<file path="config.mk">
export PLATFORM = sky130hd
export DESIGN_NAME = chromaticity_color_key_mask_unit
export DESIGN_NICKNAME = d
export VERILOG_FILES = /design/src/ccm_pkg.sv /design/src/ccm_cfg_regs.sv /design/src/ccm_norm_pipe.sv /design/src/chromaticity_color_key_mask_unit.sv
export VERILOG_INCLUDE_DIRS = /design/src /design/src/src
export SDC_FILE = /design/constraint.sdc
export NUM_CORES = 2
export LEC_CHECK = 0
export BUFFER_PORTS_ARGS = -buffer_cell sky130_fd_sc_hd__clkbuf_2
export CAP_MARGIN = 0
export CELL_PAD_IN_SITES_DETAIL_PLACEMENT = 1
export CELL_PAD_IN_SITES_GLOBAL_PLACEMENT = 1
export CORE_ASPECT_RATIO = 1.75
export CORE_MARGIN = 5
export CORE_UTILIZATION = 56
export CTS_CLUSTER_DIAMETER = 60
export DETAILED_ROUTE_END_ITERATION = 6
export PLACE_DENSITY_LB_ADDON = 0.12
export REMOVE_ABC_BUFFERS = 1
export SLEW_MARGIN = 10
export SYNTH_ARGS = -nofsm -noshare
export SYNTH_HDL_FRONTEND = slang
export SYNTH_SLANG_ARGS = --single-unit
export TNS_END_PERCENT = 30
</file>
<file path="constraint.sdc">
create_clock -name clk -period 14.3 [get_ports clk]
set_input_delay 2.145 -clock clk [delete_from_list [all_inputs] [get_ports clk]]
set_output_delay 2.145 -clock clk [all_outputs]
set_load 0.05 [all_outputs]
</file>
<file path="src/chromaticity_color_key_mask_unit_defines.svh">
// Assertion macros shared by the chromaticity color key mask unit.
`ifndef CHROMATICITY_COLOR_KEY_MASK_UNIT_DEFINES_SVH
`define CHROMATICITY_COLOR_KEY_MASK_UNIT_DEFINES_SVH

// Same-cycle implication, checked on every rising edge outside reset.
`define CCM_ASSERT_NOW(lbl, ante, cons) \
  lbl: assert property (@(posedge clk) disable iff (!rst_n) (ante) |-> (cons)) \
    else $error("ccm: same-cycle check failed");

// Next-cycle implication, checked on every rising edge outside reset.
`define CCM_ASSERT_NEXT(lbl, ante, cons) \
  lbl: assert property (@(posedge clk) disable iff (!rst_n) (ante) |=> (cons)) \
    else $error("ccm: next-cycle check failed");

`endif

</file>
<file path="src/ccm_pkg.sv">
// Shared types and constants of the chromaticity color key mask unit.
package ccm_pkg;

  localparam int CHAN_W      = 8;
  localparam int SUM_W       = 10;
  localparam int NUM_W       = 16;
  localparam int REM_W       = NUM_W + 1;
  localparam int QUO_W       = 8;
  localparam int DIV_STEPS   = QUO_W;
  localparam int NORM_STAGES = DIV_STEPS + 2;
  localparam int CFG_ADDR_W  = 4;
  localparam int CFG_DATA_W  = 32;

  localparam logic [CHAN_W-1:0] CHAN_FULL = 8'hFF;
  localparam logic [CHAN_W-1:0] MASK_ON   = 8'hFF;
  localparam logic [CHAN_W-1:0] MASK_OFF  = 8'h00;

  localparam logic [CHAN_W-1:0] RST_REF_BLUE  = 8'd0;
  localparam logic [CHAN_W-1:0] RST_REF_GREEN = 8'd0;
  localparam logic [CHAN_W-1:0] RST_REF_RED   = 8'd255;
  localparam logic [CHAN_W-1:0] RST_THRESHOLD = 8'd150;

  typedef struct packed {
    logic [CHAN_W-1:0] blue;
    logic [CHAN_W-1:0] green;
    logic [CHAN_W-1:0] red;
  } bgr_t;

  typedef enum logic [1:0] {
    REG_REF_BLUE        = 2'd0,
    REG_REF_GREEN       = 2'd1,
    REG_REF_RED         = 2'd2,
    REG_MATCH_THRESHOLD = 2'd3
  } cfg_reg_t;

endpackage

</file>
<file path="src/ccm_cfg_regs.sv">
// Configuration register file with an APB-style write and read port.
module ccm_cfg_regs import ccm_pkg::*; (
  input  logic                  clk,
  input  logic                  rst_n,
  input  logic                  psel,
  input  logic                  penable,
  input  logic                  pwrite,
  input  logic [CFG_ADDR_W-1:0] paddr,
  input  logic [CFG_DATA_W-1:0] pwdata,
  output logic [CFG_DATA_W-1:0] prdata,
  output logic                  pready,
  output bgr_t                  key_color,
  output logic [CHAN_W-1:0]     threshold
);

  logic [CHAN_W-1:0] ref_blue_r;
  logic [CHAN_W-1:0] ref_green_r;
  logic [CHAN_W-1:0] ref_red_r;
  logic [CHAN_W-1:0] threshold_r;
  logic              wr_en;
  cfg_reg_t          reg_sel;

  assign pready  = 1'b1;
  assign wr_en   = psel & penable & pwrite & pready;
  assign reg_sel = cfg_reg_t'(paddr[CFG_ADDR_W-1:2]);

  // Register writes complete in the access phase.
  always_ff @(posedge clk) begin
    if (!rst_n) begin
      ref_blue_r  <= RST_REF_BLUE;
      ref_green_r <= RST_REF_GREEN;
      ref_red_r   <= RST_REF_RED;
      threshold_r <= RST_THRESHOLD;
    end else if (wr_en) begin
      unique case (reg_sel)
        REG_REF_BLUE:        ref_blue_r  <= pwdata[CHAN_W-1:0];
        REG_REF_GREEN:       ref_green_r <= pwdata[CHAN_W-1:0];
        REG_REF_RED:         ref_red_r   <= pwdata[CHAN_W-1:0];
        REG_MATCH_THRESHOLD: threshold_r <= pwdata[CHAN_W-1:0];
        default: ;
      endcase
    end
  end

  // Read data is zero extended.
  always_comb begin
    unique case (reg_sel)
      REG_REF_BLUE:        prdata = CFG_DATA_W'(ref_blue_r);
      REG_REF_GREEN:       prdata = CFG_DATA_W'(ref_green_r);
      REG_REF_RED:         prdata = CFG_DATA_W'(ref_red_r);
      REG_MATCH_THRESHOLD: prdata = CFG_DATA_W'(threshold_r);
      default:             prdata = '0;
    endcase
  end

  assign key_color.blue  = ref_blue_r;
  assign key_color.green = ref_green_r;
  assign key_color.red   = ref_red_r;
  assign threshold       = threshold_r;

endmodule

</file>
<file path="src/ccm_norm_pipe.sv">
// Pipelined chromaticity normalization: channel sum, restoring division, red fill-in.
module ccm_norm_pipe import ccm_pkg::*; (
  input  logic                   clk,
  input  logic [NORM_STAGES-1:0] stg_en,
  input  bgr_t                   raw,
  output bgr_t                   norm
);

  logic [SUM_W-1:0] sum_r   [DIV_STEPS+1];
  logic             zero_r  [DIV_STEPS+1];
  logic [NUM_W-1:0] rem_b_r [DIV_STEPS+1];
  logic [NUM_W-1:0] rem_g_r [DIV_STEPS+1];
  logic [QUO_W-1:0] quo_b_r [DIV_STEPS+1];
  logic [QUO_W-1:0] quo_g_r [DIV_STEPS+1];

  logic [SUM_W-1:0] sum_nxt;
  logic [NUM_W-1:0] num_b_nxt;
  logic [NUM_W-1:0] num_g_nxt;
  bgr_t             norm_nxt;
  bgr_t             norm_r;

  // Channel sum and numerators channel*255, formed as channel*256 - channel.
  always_comb begin
    sum_nxt   = SUM_W'(raw.blue) + SUM_W'(raw.green) + SUM_W'(raw.red);
    num_b_nxt = {raw.blue, 8'h00} - NUM_W'(raw.blue);
    num_g_nxt = {raw.green, 8'h00} - NUM_W'(raw.green);
  end

  always_ff @(posedge clk) begin
    if (stg_en[0]) begin
      sum_r[0]   <= sum_nxt;
      zero_r[0]  <= (sum_nxt == '0);
      rem_b_r[0] <= num_b_nxt;
      rem_g_r[0] <= num_g_nxt;
      quo_b_r[0] <= '0;
      quo_g_r[0] <= '0;
    end
  end

  // One quotient bit per stage, most significant first. The quotient never
  // exceeds 255, so the numerator can serve directly as the first remainder.
  for (genvar j = 0; j < DIV_STEPS; j++) begin : g_div
    localparam int SH = DIV_STEPS - 1 - j;
    logic [REM_W-1:0] trial;
    logic [REM_W-1:0] diff_b;
    logic [REM_W-1:0] diff_g;
    logic             ge_b;
    logic             ge_g;

    always_comb begin
      trial  = REM_W'(sum_r[j]) << SH;
      ge_b   = {1'b0, rem_b_r[j]} >= trial;
      ge_g   = {1'b0, rem_g_r[j]} >= trial;
      diff_b = {1'b0, rem_b_r[j]} - trial;
      diff_g = {1'b0, rem_g_r[j]} - trial;
    end

    always_ff @(posedge clk) begin
      if (stg_en[j+1]) begin
        sum_r[j+1]   <= sum_r[j];
        zero_r[j+1]  <= zero_r[j];
        rem_b_r[j+1] <= ge_b ? diff_b[NUM_W-1:0] : rem_b_r[j];
        rem_g_r[j+1] <= ge_g ? diff_g[NUM_W-1:0] : rem_g_r[j];
        quo_b_r[j+1] <= {quo_b_r[j][QUO_W-2:0], ge_b};
        quo_g_r[j+1] <= {quo_g_r[j][QUO_W-2:0], ge_g};
      end
    end
  end

  // Red takes what is left of 255; a black pixel stays black.
  always_comb begin
    if (zero_r[DIV_STEPS]) begin
      norm_nxt = '0;
    end else begin
      norm_nxt.blue  = quo_b_r[DIV_STEPS];
      norm_nxt.green = quo_g_r[DIV_STEPS];
      norm_nxt.red   = CHAN_FULL - quo_b_r[DIV_STEPS] - quo_g_r[DIV_STEPS];
    end
  end

  always_ff @(posedge clk) begin
    if (stg_en[NORM_STAGES-1]) begin
      norm_r <= norm_nxt;
    end
  end

  assign norm = norm_r;

endmodule

</file>
<file path="src/chromaticity_color_key_mask_unit.sv">
// Top level of the chromaticity color key mask unit.
//
// Each request carries one BGR pixel and yields one result: the saturated L1
// distance between the pixel's chromaticity and that of the configured key
// color, and a mask of 255 when that distance is at most the threshold, else 0.
// The unit is a 13-stage pipeline that takes a new request in every clock
// cycle while the output is not stalled; a request passes through the entry,
// normalization, difference and output stages in turn. Two restoring dividers
// per color (blue and green) resolve one quotient bit per stage over eight
// stages. Each stage holds its item while downstream is full, so bubbles are
// squeezed out and input is still taken while a finished result waits.
// The key color and threshold are read from the register port (key blue at
// 0x0, green at 0x4, red at 0x8, threshold at 0xC) and must not be written
// while requests are in flight.
`include "chromaticity_color_key_mask_unit_defines.svh"

module chromaticity_color_key_mask_unit import ccm_pkg::*; (
  input  logic                  clk,
  input  logic                  rst_n,
  // Pixel input channel
  input  logic                  in_valid,
  output logic                  in_stall,
  input  logic [CHAN_W-1:0]     in_blue,
  input  logic [CHAN_W-1:0]     in_green,
  input  logic [CHAN_W-1:0]     in_red,
  // Result channel
  output logic                  out_valid,
  input  logic                  out_stall,
  output logic [CHAN_W-1:0]     out_mask,
  output logic [CHAN_W-1:0]     out_distance,
  // Register port
  input  logic                  psel,
  input  logic                  penable,
  input  logic                  pwrite,
  input  logic [CFG_ADDR_W-1:0] paddr,
  input  logic [CFG_DATA_W-1:0] pwdata,
  output logic [CFG_DATA_W-1:0] prdata,
  output logic                  pready
);

  // Stage map: entry, normalization stages, difference, output.
  localparam int ST_ENTRY = 0;
  localparam int ST_NORM0 = 1;
  localparam int ST_DIFF  = ST_NORM0 + NORM_STAGES;
  localparam int ST_OUT   = ST_DIFF + 1;
  localparam int N_STG    = ST_OUT + 1;

  logic [N_STG-1:0]  vld_r;
  logic [N_STG-1:0]  stg_en;

  bgr_t              key_color;
  logic [CHAN_W-1:0] threshold;
  bgr_t              pix_r;
  bgr_t              key_r;
  bgr_t              pix_norm;
  bgr_t              key_norm;

  logic [CHAN_W-1:0] ad_b_nxt, ad_g_nxt, ad_r_nxt;
  logic [CHAN_W-1:0] ad_b_r, ad_g_r, ad_r_r;
  logic [SUM_W-1:0]  dist_sum;
  logic [CHAN_W-1:0] dist_nxt;
  logic [CHAN_W-1:0] dist_r;
  logic [CHAN_W-1:0] mask_nxt;
  logic [CHAN_W-1:0] mask_r;

  ccm_cfg_regs u_cfg (
    .clk       (clk),
    .rst_n     (rst_n),
    .psel      (psel),
    .penable   (penable),
    .pwrite    (pwrite),
    .paddr     (paddr),
    .pwdata    (pwdata),
    .prdata    (prdata),
    .pready    (pready),
    .key_color (key_color),
    .threshold (threshold)
  );

  // A stage may load when it is empty or its successor loads.
  always_comb begin
    stg_en[N_STG-1] = !vld_r[N_STG-1] || !out_stall;
    for (int k = N_STG - 2; k >= 0; k--) begin
      stg_en[k] = !vld_r[k] || stg_en[k+1];
    end
  end

  assign in_stall = !stg_en[ST_ENTRY];

  // Valid bits travel with the data.
  always_ff @(posedge clk) begin
    if (!rst_n) begin
      vld_r <= '0;
    end else begin
      if (stg_en[ST_ENTRY]) begin
        vld_r[ST_ENTRY] <= in_valid;
      end
      for (int k = 1; k < N_STG; k++) begin
        if (stg_en[k]) begin
          vld_r[k] <= vld_r[k-1];
        end
      end
    end
  end

  // Entry register: pixel and the key color it is compared against.
  always_ff @(posedge clk) begin
    if (stg_en[ST_ENTRY]) begin
      pix_r.blue  <= in_blue;
      pix_r.green <= in_green;
      pix_r.red   <= in_red;
      key_r       <= key_color;
    end
  end

  ccm_norm_pipe u_pix_norm (
    .clk    (clk),
    .stg_en (stg_en[ST_DIFF-1:ST_NORM0]),
    .raw    (pix_r),
    .norm   (pix_norm)
  );

  ccm_norm_pipe u_key_norm (
    .clk    (clk),
    .stg_en (stg_en[ST_DIFF-1:ST_NORM0]),
    .raw    (key_r),
    .norm   (key_norm)
  );

  // Absolute channel differences.
  always_comb begin
    ad_b_nxt = (pix_norm.blue > key_norm.blue) ? pix_norm.blue - key_norm.blue
                                               : key_norm.blue - pix_norm.blue;
    ad_g_nxt = (pix_norm.green > key_norm.green) ? pix_norm.green - key_norm.green
                                                 : key_norm.green - pix_norm.green;
    ad_r_nxt = (pix_norm.red > key_norm.red) ? pix_norm.red - key_norm.red
                                             : key_norm.red - pix_norm.red;
  end

  always_ff @(posedge clk) begin
    if (stg_en[ST_DIFF]) begin
      ad_b_r <= ad_b_nxt;
      ad_g_r <= ad_g_nxt;
      ad_r_r <= ad_r_nxt;
    end
  end

  // Saturated distance and threshold compare into the output register.
  always_comb begin
    dist_sum = SUM_W'(ad_b_r) + SUM_W'(ad_g_r) + SUM_W'(ad_r_r);
    dist_nxt = (dist_sum > SUM_W'(CHAN_FULL)) ? CHAN_FULL : dist_sum[CHAN_W-1:0];
    mask_nxt = (dist_nxt <= threshold) ? MASK_ON : MASK_OFF;
  end

  always_ff @(posedge clk) begin
    if (stg_en[ST_OUT]) begin
      dist_r <= dist_nxt;
      mask_r <= mask_nxt;
    end
  end

  assign out_valid    = vld_r[ST_OUT];
  assign out_mask     = mask_r;
  assign out_distance = dist_r;

  // A full pipeline behind a stalled output takes no new request.
  `CCM_ASSERT_NOW(a_full_stall, (&vld_r) && out_stall, in_stall)
  // The mask is only ever fully on or fully off.
  `CCM_ASSERT_NOW(a_mask_code, out_valid, (out_mask == MASK_ON) || (out_mask == MASK_OFF))
  // A normalized pixel sums to 255 unless it is black.
  `CCM_ASSERT_NOW(a_norm_sum, vld_r[ST_DIFF-1],
    ((SUM_W'(pix_norm.blue) + SUM_W'(pix_norm.green) + SUM_W'(pix_norm.red))
      == SUM_W'(CHAN_FULL)) || (pix_norm == '0))

endmodule
</file>
**After elaboration in Yosys (flattened, before gate mapping)**

Memory sizes are Yosys's and may differ from the RTL's.
Index checks and enable logic that the tools add are counted.

- Bits of input ports: 67
- Register bits: 181
- Output and inout bits: 51
- Memory bits (writable): 1,062
- Memories kept: 12

Memory list:

| memory | depth | bits a word | read ports | clocked after memory_dff | write ports | line | text |
|---|---|---|---|---|---|---|---|
| u_key_norm.rem_b_r | 9 | 16 | 8 | 0 | 9 | ccm_norm_pipe.sv:11 | `logic [NUM_W-1:0] rem_b_r [DIV_STEPS+1];` |
| u_key_norm.rem_g_r | 9 | 16 | 8 | 0 | 9 | ccm_norm_pipe.sv:12 | `logic [NUM_W-1:0] rem_g_r [DIV_STEPS+1];` |
| u_pix_norm.rem_b_r | 9 | 16 | 8 | 0 | 9 | ccm_norm_pipe.sv:11 |  |
| u_pix_norm.rem_g_r | 9 | 16 | 8 | 0 | 9 | ccm_norm_pipe.sv:12 |  |
| u_key_norm.sum_r | 9 | 10 | 8 | 0 | 9 | ccm_norm_pipe.sv:9 | `logic [SUM_W-1:0] sum_r [DIV_STEPS+1];` |
| u_pix_norm.sum_r | 9 | 10 | 8 | 0 | 9 | ccm_norm_pipe.sv:9 |  |
| 6 more memories | -- | -- | -- | -- | -- | -- |  |

- $lt $le $gt $ge: 37
- Reduce and logical (&&, ||, !) cells: 35
- $add $sub $neg: 52
- Mux-type cells: 56
- Equality and inequality tests: 3
- Bitwise logic cells: 2

Operators with widths:

| cell | count |
|---|---|
| $mux 16 | 32 |
| $pmux 32 s4 | 1 |
| $sub 16x16->16 | 8 |
| $ge 16x17->1 | 4 |
| $ge 16x10->1 | 4 |
| $ge 16x11->1 | 4 |
| $ge 16x12->1 | 4 |
| $ge 16x13->1 | 4 |
| $ge 16x14->1 | 4 |
| $ge 16x15->1 | 4 |
| $ge 16x16->1 | 4 |
| $sub 16x10->16 | 4 |
| $sub 16x11->16 | 4 |
| $sub 16x12->16 | 4 |
| $sub 16x13->16 | 4 |
| $sub 16x14->16 | 4 |
| $sub 16x15->16 | 4 |
| $sub 16x8->16 | 4 |
| $sub 8x8->8 | 8 |
| $mux 8 | 5 |
| $add 8x8->9 | 3 |
| $gt 8x8->1 | 3 |
| $add 10x8->10 | 2 |
| $logic_not 10->1 | 2 |
| other kinds (12) | 61 |

**Depth between registers and ports, before layout**

- Depth in word-level cells: 15
- Depth in mapped cells: 20

**By module**

Synthesis repeated with hierarchy kept, for this count alone.

- Cell total of the unflattened synthesis: 4,527
- Area total of the unflattened synthesis: 55,026.5 um2

Modules (own cells, without submodules):

| module | seq. area each (um2) | instances | area each (um2) | cells an instance |
|---|---|---|---|---|
| ccm_norm_pipe at u_key_norm | 13,242.7 | 1 | 24,076.8 | 1,922 |
| ccm_norm_pipe at u_pix_norm | 13,242.7 | 1 | 23,478.8 | 1,943 |
| chromaticity_color_key_mask_unit | 2,692.6 | 1 | 5,816.8 | 499 |
| ccm_cfg_regs | 640.6 | 1 | 1,654.1 | 163 |

**Worst setup path after synthesis**

OpenSTA, ideal clock, no wires.

- Kind: input port to output port
- Start: input out_stall
- End: output in_stall
- Setup slack: 5.954 ns
- Data required time: 12.155 ns
- Stages: 9
- Data arrival time: 6.201 ns
- Path buffers: 1
- Cells stage by stage: and3_1 > buf_2 > and4_1 > and2_1 > inv_2 > nor3_2 > and2_2 > nand3_1 > inv_1

- Word-level cells in the longest chain between the ends: 15

RTL lines:

| what | line | text |
|---|---|---|
| from (decl) | chromaticity_color_key_mask_unit.sv:28 | `input logic out_stall,` |
| $logic_not 1->1 | chromaticity_color_key_mask_unit.sv:82 | `stg_en[N_STG-1] = !vld_r[N_STG-1] \|\| !out_stall;` |
| $logic_or 1x1->1 | chromaticity_color_key_mask_unit.sv:82 |  |
| $logic_or 1x1->1 (5 in a row) | chromaticity_color_key_mask_unit.sv:84 | `stg_en[k] = !vld_r[k] \|\| stg_en[k+1];` |
| via stg_en[7] | chromaticity_color_key_mask_unit.sv:49 | `logic [N_STG-1:0] stg_en;` |
| $logic_or 1x1->1 (7 in a row) | chromaticity_color_key_mask_unit.sv:84 |  |
| $logic_not 1->1 | chromaticity_color_key_mask_unit.sv:88 | `assign in_stall = !stg_en[ST_ENTRY];` |
| to (decl) | chromaticity_color_key_mask_unit.sv:22 | `output logic in_stall,` |

The timed path passes the listed nets, and every way through them passes these cells.

**Worst setup path in the final report**

Same ends and word-level chain as after synthesis.

==> out/qor.yml <==
worst-r2r-setup-slack_ns: 9.40
grt_overflow: 0
io_pins: 118
gp_congestion: 0.886
ys.flop_type: "edfxtp_1"
period_minus_slack_ns: 7.26
drive_above_1_share_pct: 8.57
routed_wl_um: 129000
cts_buffers: 94
crit_type: "in -> out"
clk_latency_ns: 0.68
dp_cells: 5686
hp-start: "u_key_norm.quo_b_r[6][2]"
vias: 34100
cts_tree: "built"
root_buffer: "clkbuf_16"
die_area_sq_mm: 0.103
final_common_cell: "edfxtp_1"
flow.area_growth_from_synthesis_pct: 8.97
cts_setup_buffers: 0
placementRows: 150
core_sq_mm: 0.0957
reg2reg_depth: 13
fmax_ghz: 0.138
final_cell_mix: "963 x edfxtp_1, 426 x ha_1, 355 x inv_1"
cp.required_ns: 12.15
h-tree-depth: 3
viasPerCell: 5.81
start_kind: "input port"
fp.dieW_um: 245
netlist_top_cells_area: "edfxtp_1 54%, ha_1 9.9%, xnor2_1 2.7%"
crit_fanout: 49
grt_pass1_wl_um: 202000
fin_crit_sh_pct: 50.8
cts_resized: 0
grtUsageTotal_pct: 24.9
min_path_cells: 0
clockBufferDepth: 3
power.leakage_nw: 24.4
setup_viol: 0
cp-endpoint: "in_stall"
drc_errors: 0
slew_viol_final: 0
hold_class: "reg -> reg"
cap_violations: 0
avgRoutedWirePerCell_um: 22.0
r2r_start: "key_r[8]"
antenna_found_initial: 1
hold_violations: 0
hpwl_um: 102000
rr_endpoint: "u_key_norm.zero_r[0][0]"
synth-edff-count: 963
max_slew_margin_pct: 22.3
endpoint_kind: "primary output"
start_util_pct: 56.4
async_flop_share_pct: 0
finalPower_mw: 13.6
port_buffers: 66
nets: 5108
power.density_mw_per_mm2: 231
synthesis.area_sq_mm: 0.0540
fin_setup_tns_ns: 0
postCtsHoldBufs: 0
grt_pass1_vias: 38100
synth_cells: 4464
fin_skew_ns: 0.0209
worst_pin_slew_ns: 1.16
vdd.ir_drop.worst_v: 0.000134
firstDrtPassIters: 5
dpl_cell_area_sq_mm: 0.0556
die_h_um: 421
synth_top_area_share_pct: 53.5
avgSynthCellArea_sq_um: 12.1
clock-sinks: 1008
fin_area_sq_mm: 0.0589
fin_cells: 5863
grt_max_degree: 75
synth.distinct_cells: 94
drt_iter0_markers: 1250
clk_pin_slew_ns: 0.06
postSynthRegisterBits: 1008
rsz0062_at_grt: "false"
cp-startpoint: "out_stall"
status: "completed"
yosys.area.top_type: "edfxtp_1"
ys_seq_area_share_pct: 55.2
yosysWarnings: 0
ant_nets: 0
cp.arrival_ns: 5.12
## worst max-delay path: stages
cell and delay, ns:
clkbuf_2 0.10, and3_1 0.31, and4_1 0.35, and2_1 0.32, inv_4 0.25, nor3_2 0.48
and2_2 0.33, nand3_2 0.08, buf_4 0.31, inv_1 0.14, clkbuf_2 0.29
## cell usage after synthesis, types with 24 or more instances
library cell,n
inv_1,359
o21ai_0,217
o31a_1,32
nor3_1,115
mux2i_1,63
nor2b_1,131
or4_1,24
xnor2_1,164
fa_1,49
clkbuf_1,27
buf_4,34
nand4_1,42
mux2_2,83
ha_1,426
nand2_1,238
dfxtp_1,45
or3_1,30
edfxtp_1,963
xor2_1,141
nand2b_1,68
nor2_1,342
nand3_1,37
nor4_1,31
o21a_1,71
a21oi_1,280
buf_2,29
a21o_1,82
## area by class of cell
| cell class | count | area [sq um] |
|---|---|---|
| Clock inverter | 63 | 777 |
| Fill cell | 9682 | 36800 |
| Antenna cell | 1 | 2.50 |
| Tap cell | 1216 | 1520 |
| Clock buffer | 113 | 2510 |
| Timing Repair Buffer | 82 | 450 |
| Inverter | 362 | 1370 |
| Multi-Input combinational cell | 3018 | 22400 |
| Sequential cell | 1008 | 29800 |
## kinds of logic after synthesis
logic type,after synthesis,synth area share [%]
and+or+nand+nor,1163,10.8
DFF,1008,55.2
AOI/OAI and AO/OA,890,10.5
adders and majority gates,475,11.7
buffers and inverters,461,3.52
xor gates and xnor gates,305,4.94
muxes,160,3.38
other,2,0.0139
## per-layer routing
layer / vias to the layer above / part of all wire (%) / track usage (%)
met3: 326 / 2.1 / 2.36
met1: 16800 / 33 / 23.1
met4: 0 / 7.2 / 15.3
met2: 490 / 58 / 50.5
li1: 16500 / - / -
met5: - / 0 / 0
## stage by stage
stage | hold WS [ns] | utilization [%] | setup WS, ns
detailed placement | 0.406 | 58.1 | 7.04
floorplan | 0.400 | - | 6.02
finish | 0.415 | 61.5 | 7.04
global route | 0.423 | 61.5 | 6.83
global placement | 0.403 | 58.1 | 7.17
CTS | 0.417 | 61.5 | 7.02
## flip-flops by register name, indices dropped and copies added, names as in the netlist, 9 cells and up
name,flops
u_pix_norm.rem_b_r,128
u_pix_norm.sum_r,80
u_key_norm.norm,24
vld_r,13
u_key_norm.quo_b_r,36
pix_r,24
u_pix_norm.rem_g_r,128
u_key_norm.rem_b_r,128
u_key_norm.quo_g_r,36
u_key_norm.zero_r,9
u_key_norm.sum_r,80
u_key_norm.rem_g_r,128
u_pix_norm.zero_r,9
u_pix_norm.norm,24
key_r,24
u_pix_norm.quo_b_r,36
u_pix_norm.quo_g_r,36
## worst min path at each step
stage / endpoint / slack [ns]
final: u_key_norm.quo_b_r[7][3] / 0.41
after global routing: u_pix_norm.quo_g_r[0][52] / 0.42
after CTS: u_key_norm.quo_b_r[7][3] / 0.42
after detailed placement: u_key_norm.quo_b_r[7][3] / 0.41
after global placement: u_key_norm.quo_b_r[2][1] / 0.40
after floorplan: u_key_norm.quo_b_r[2][1] / 0.40
## where the power goes
part	internal, mW	total [mW]	switching (mW)
Clock	1.56	2.68	1.11
Combinational	2.50	5.94	3.44
Sequential	4.49	5.00	0.514
Total	8.56	13.6	5.07
No activity file was read; power rests on OpenSTA's default activity.
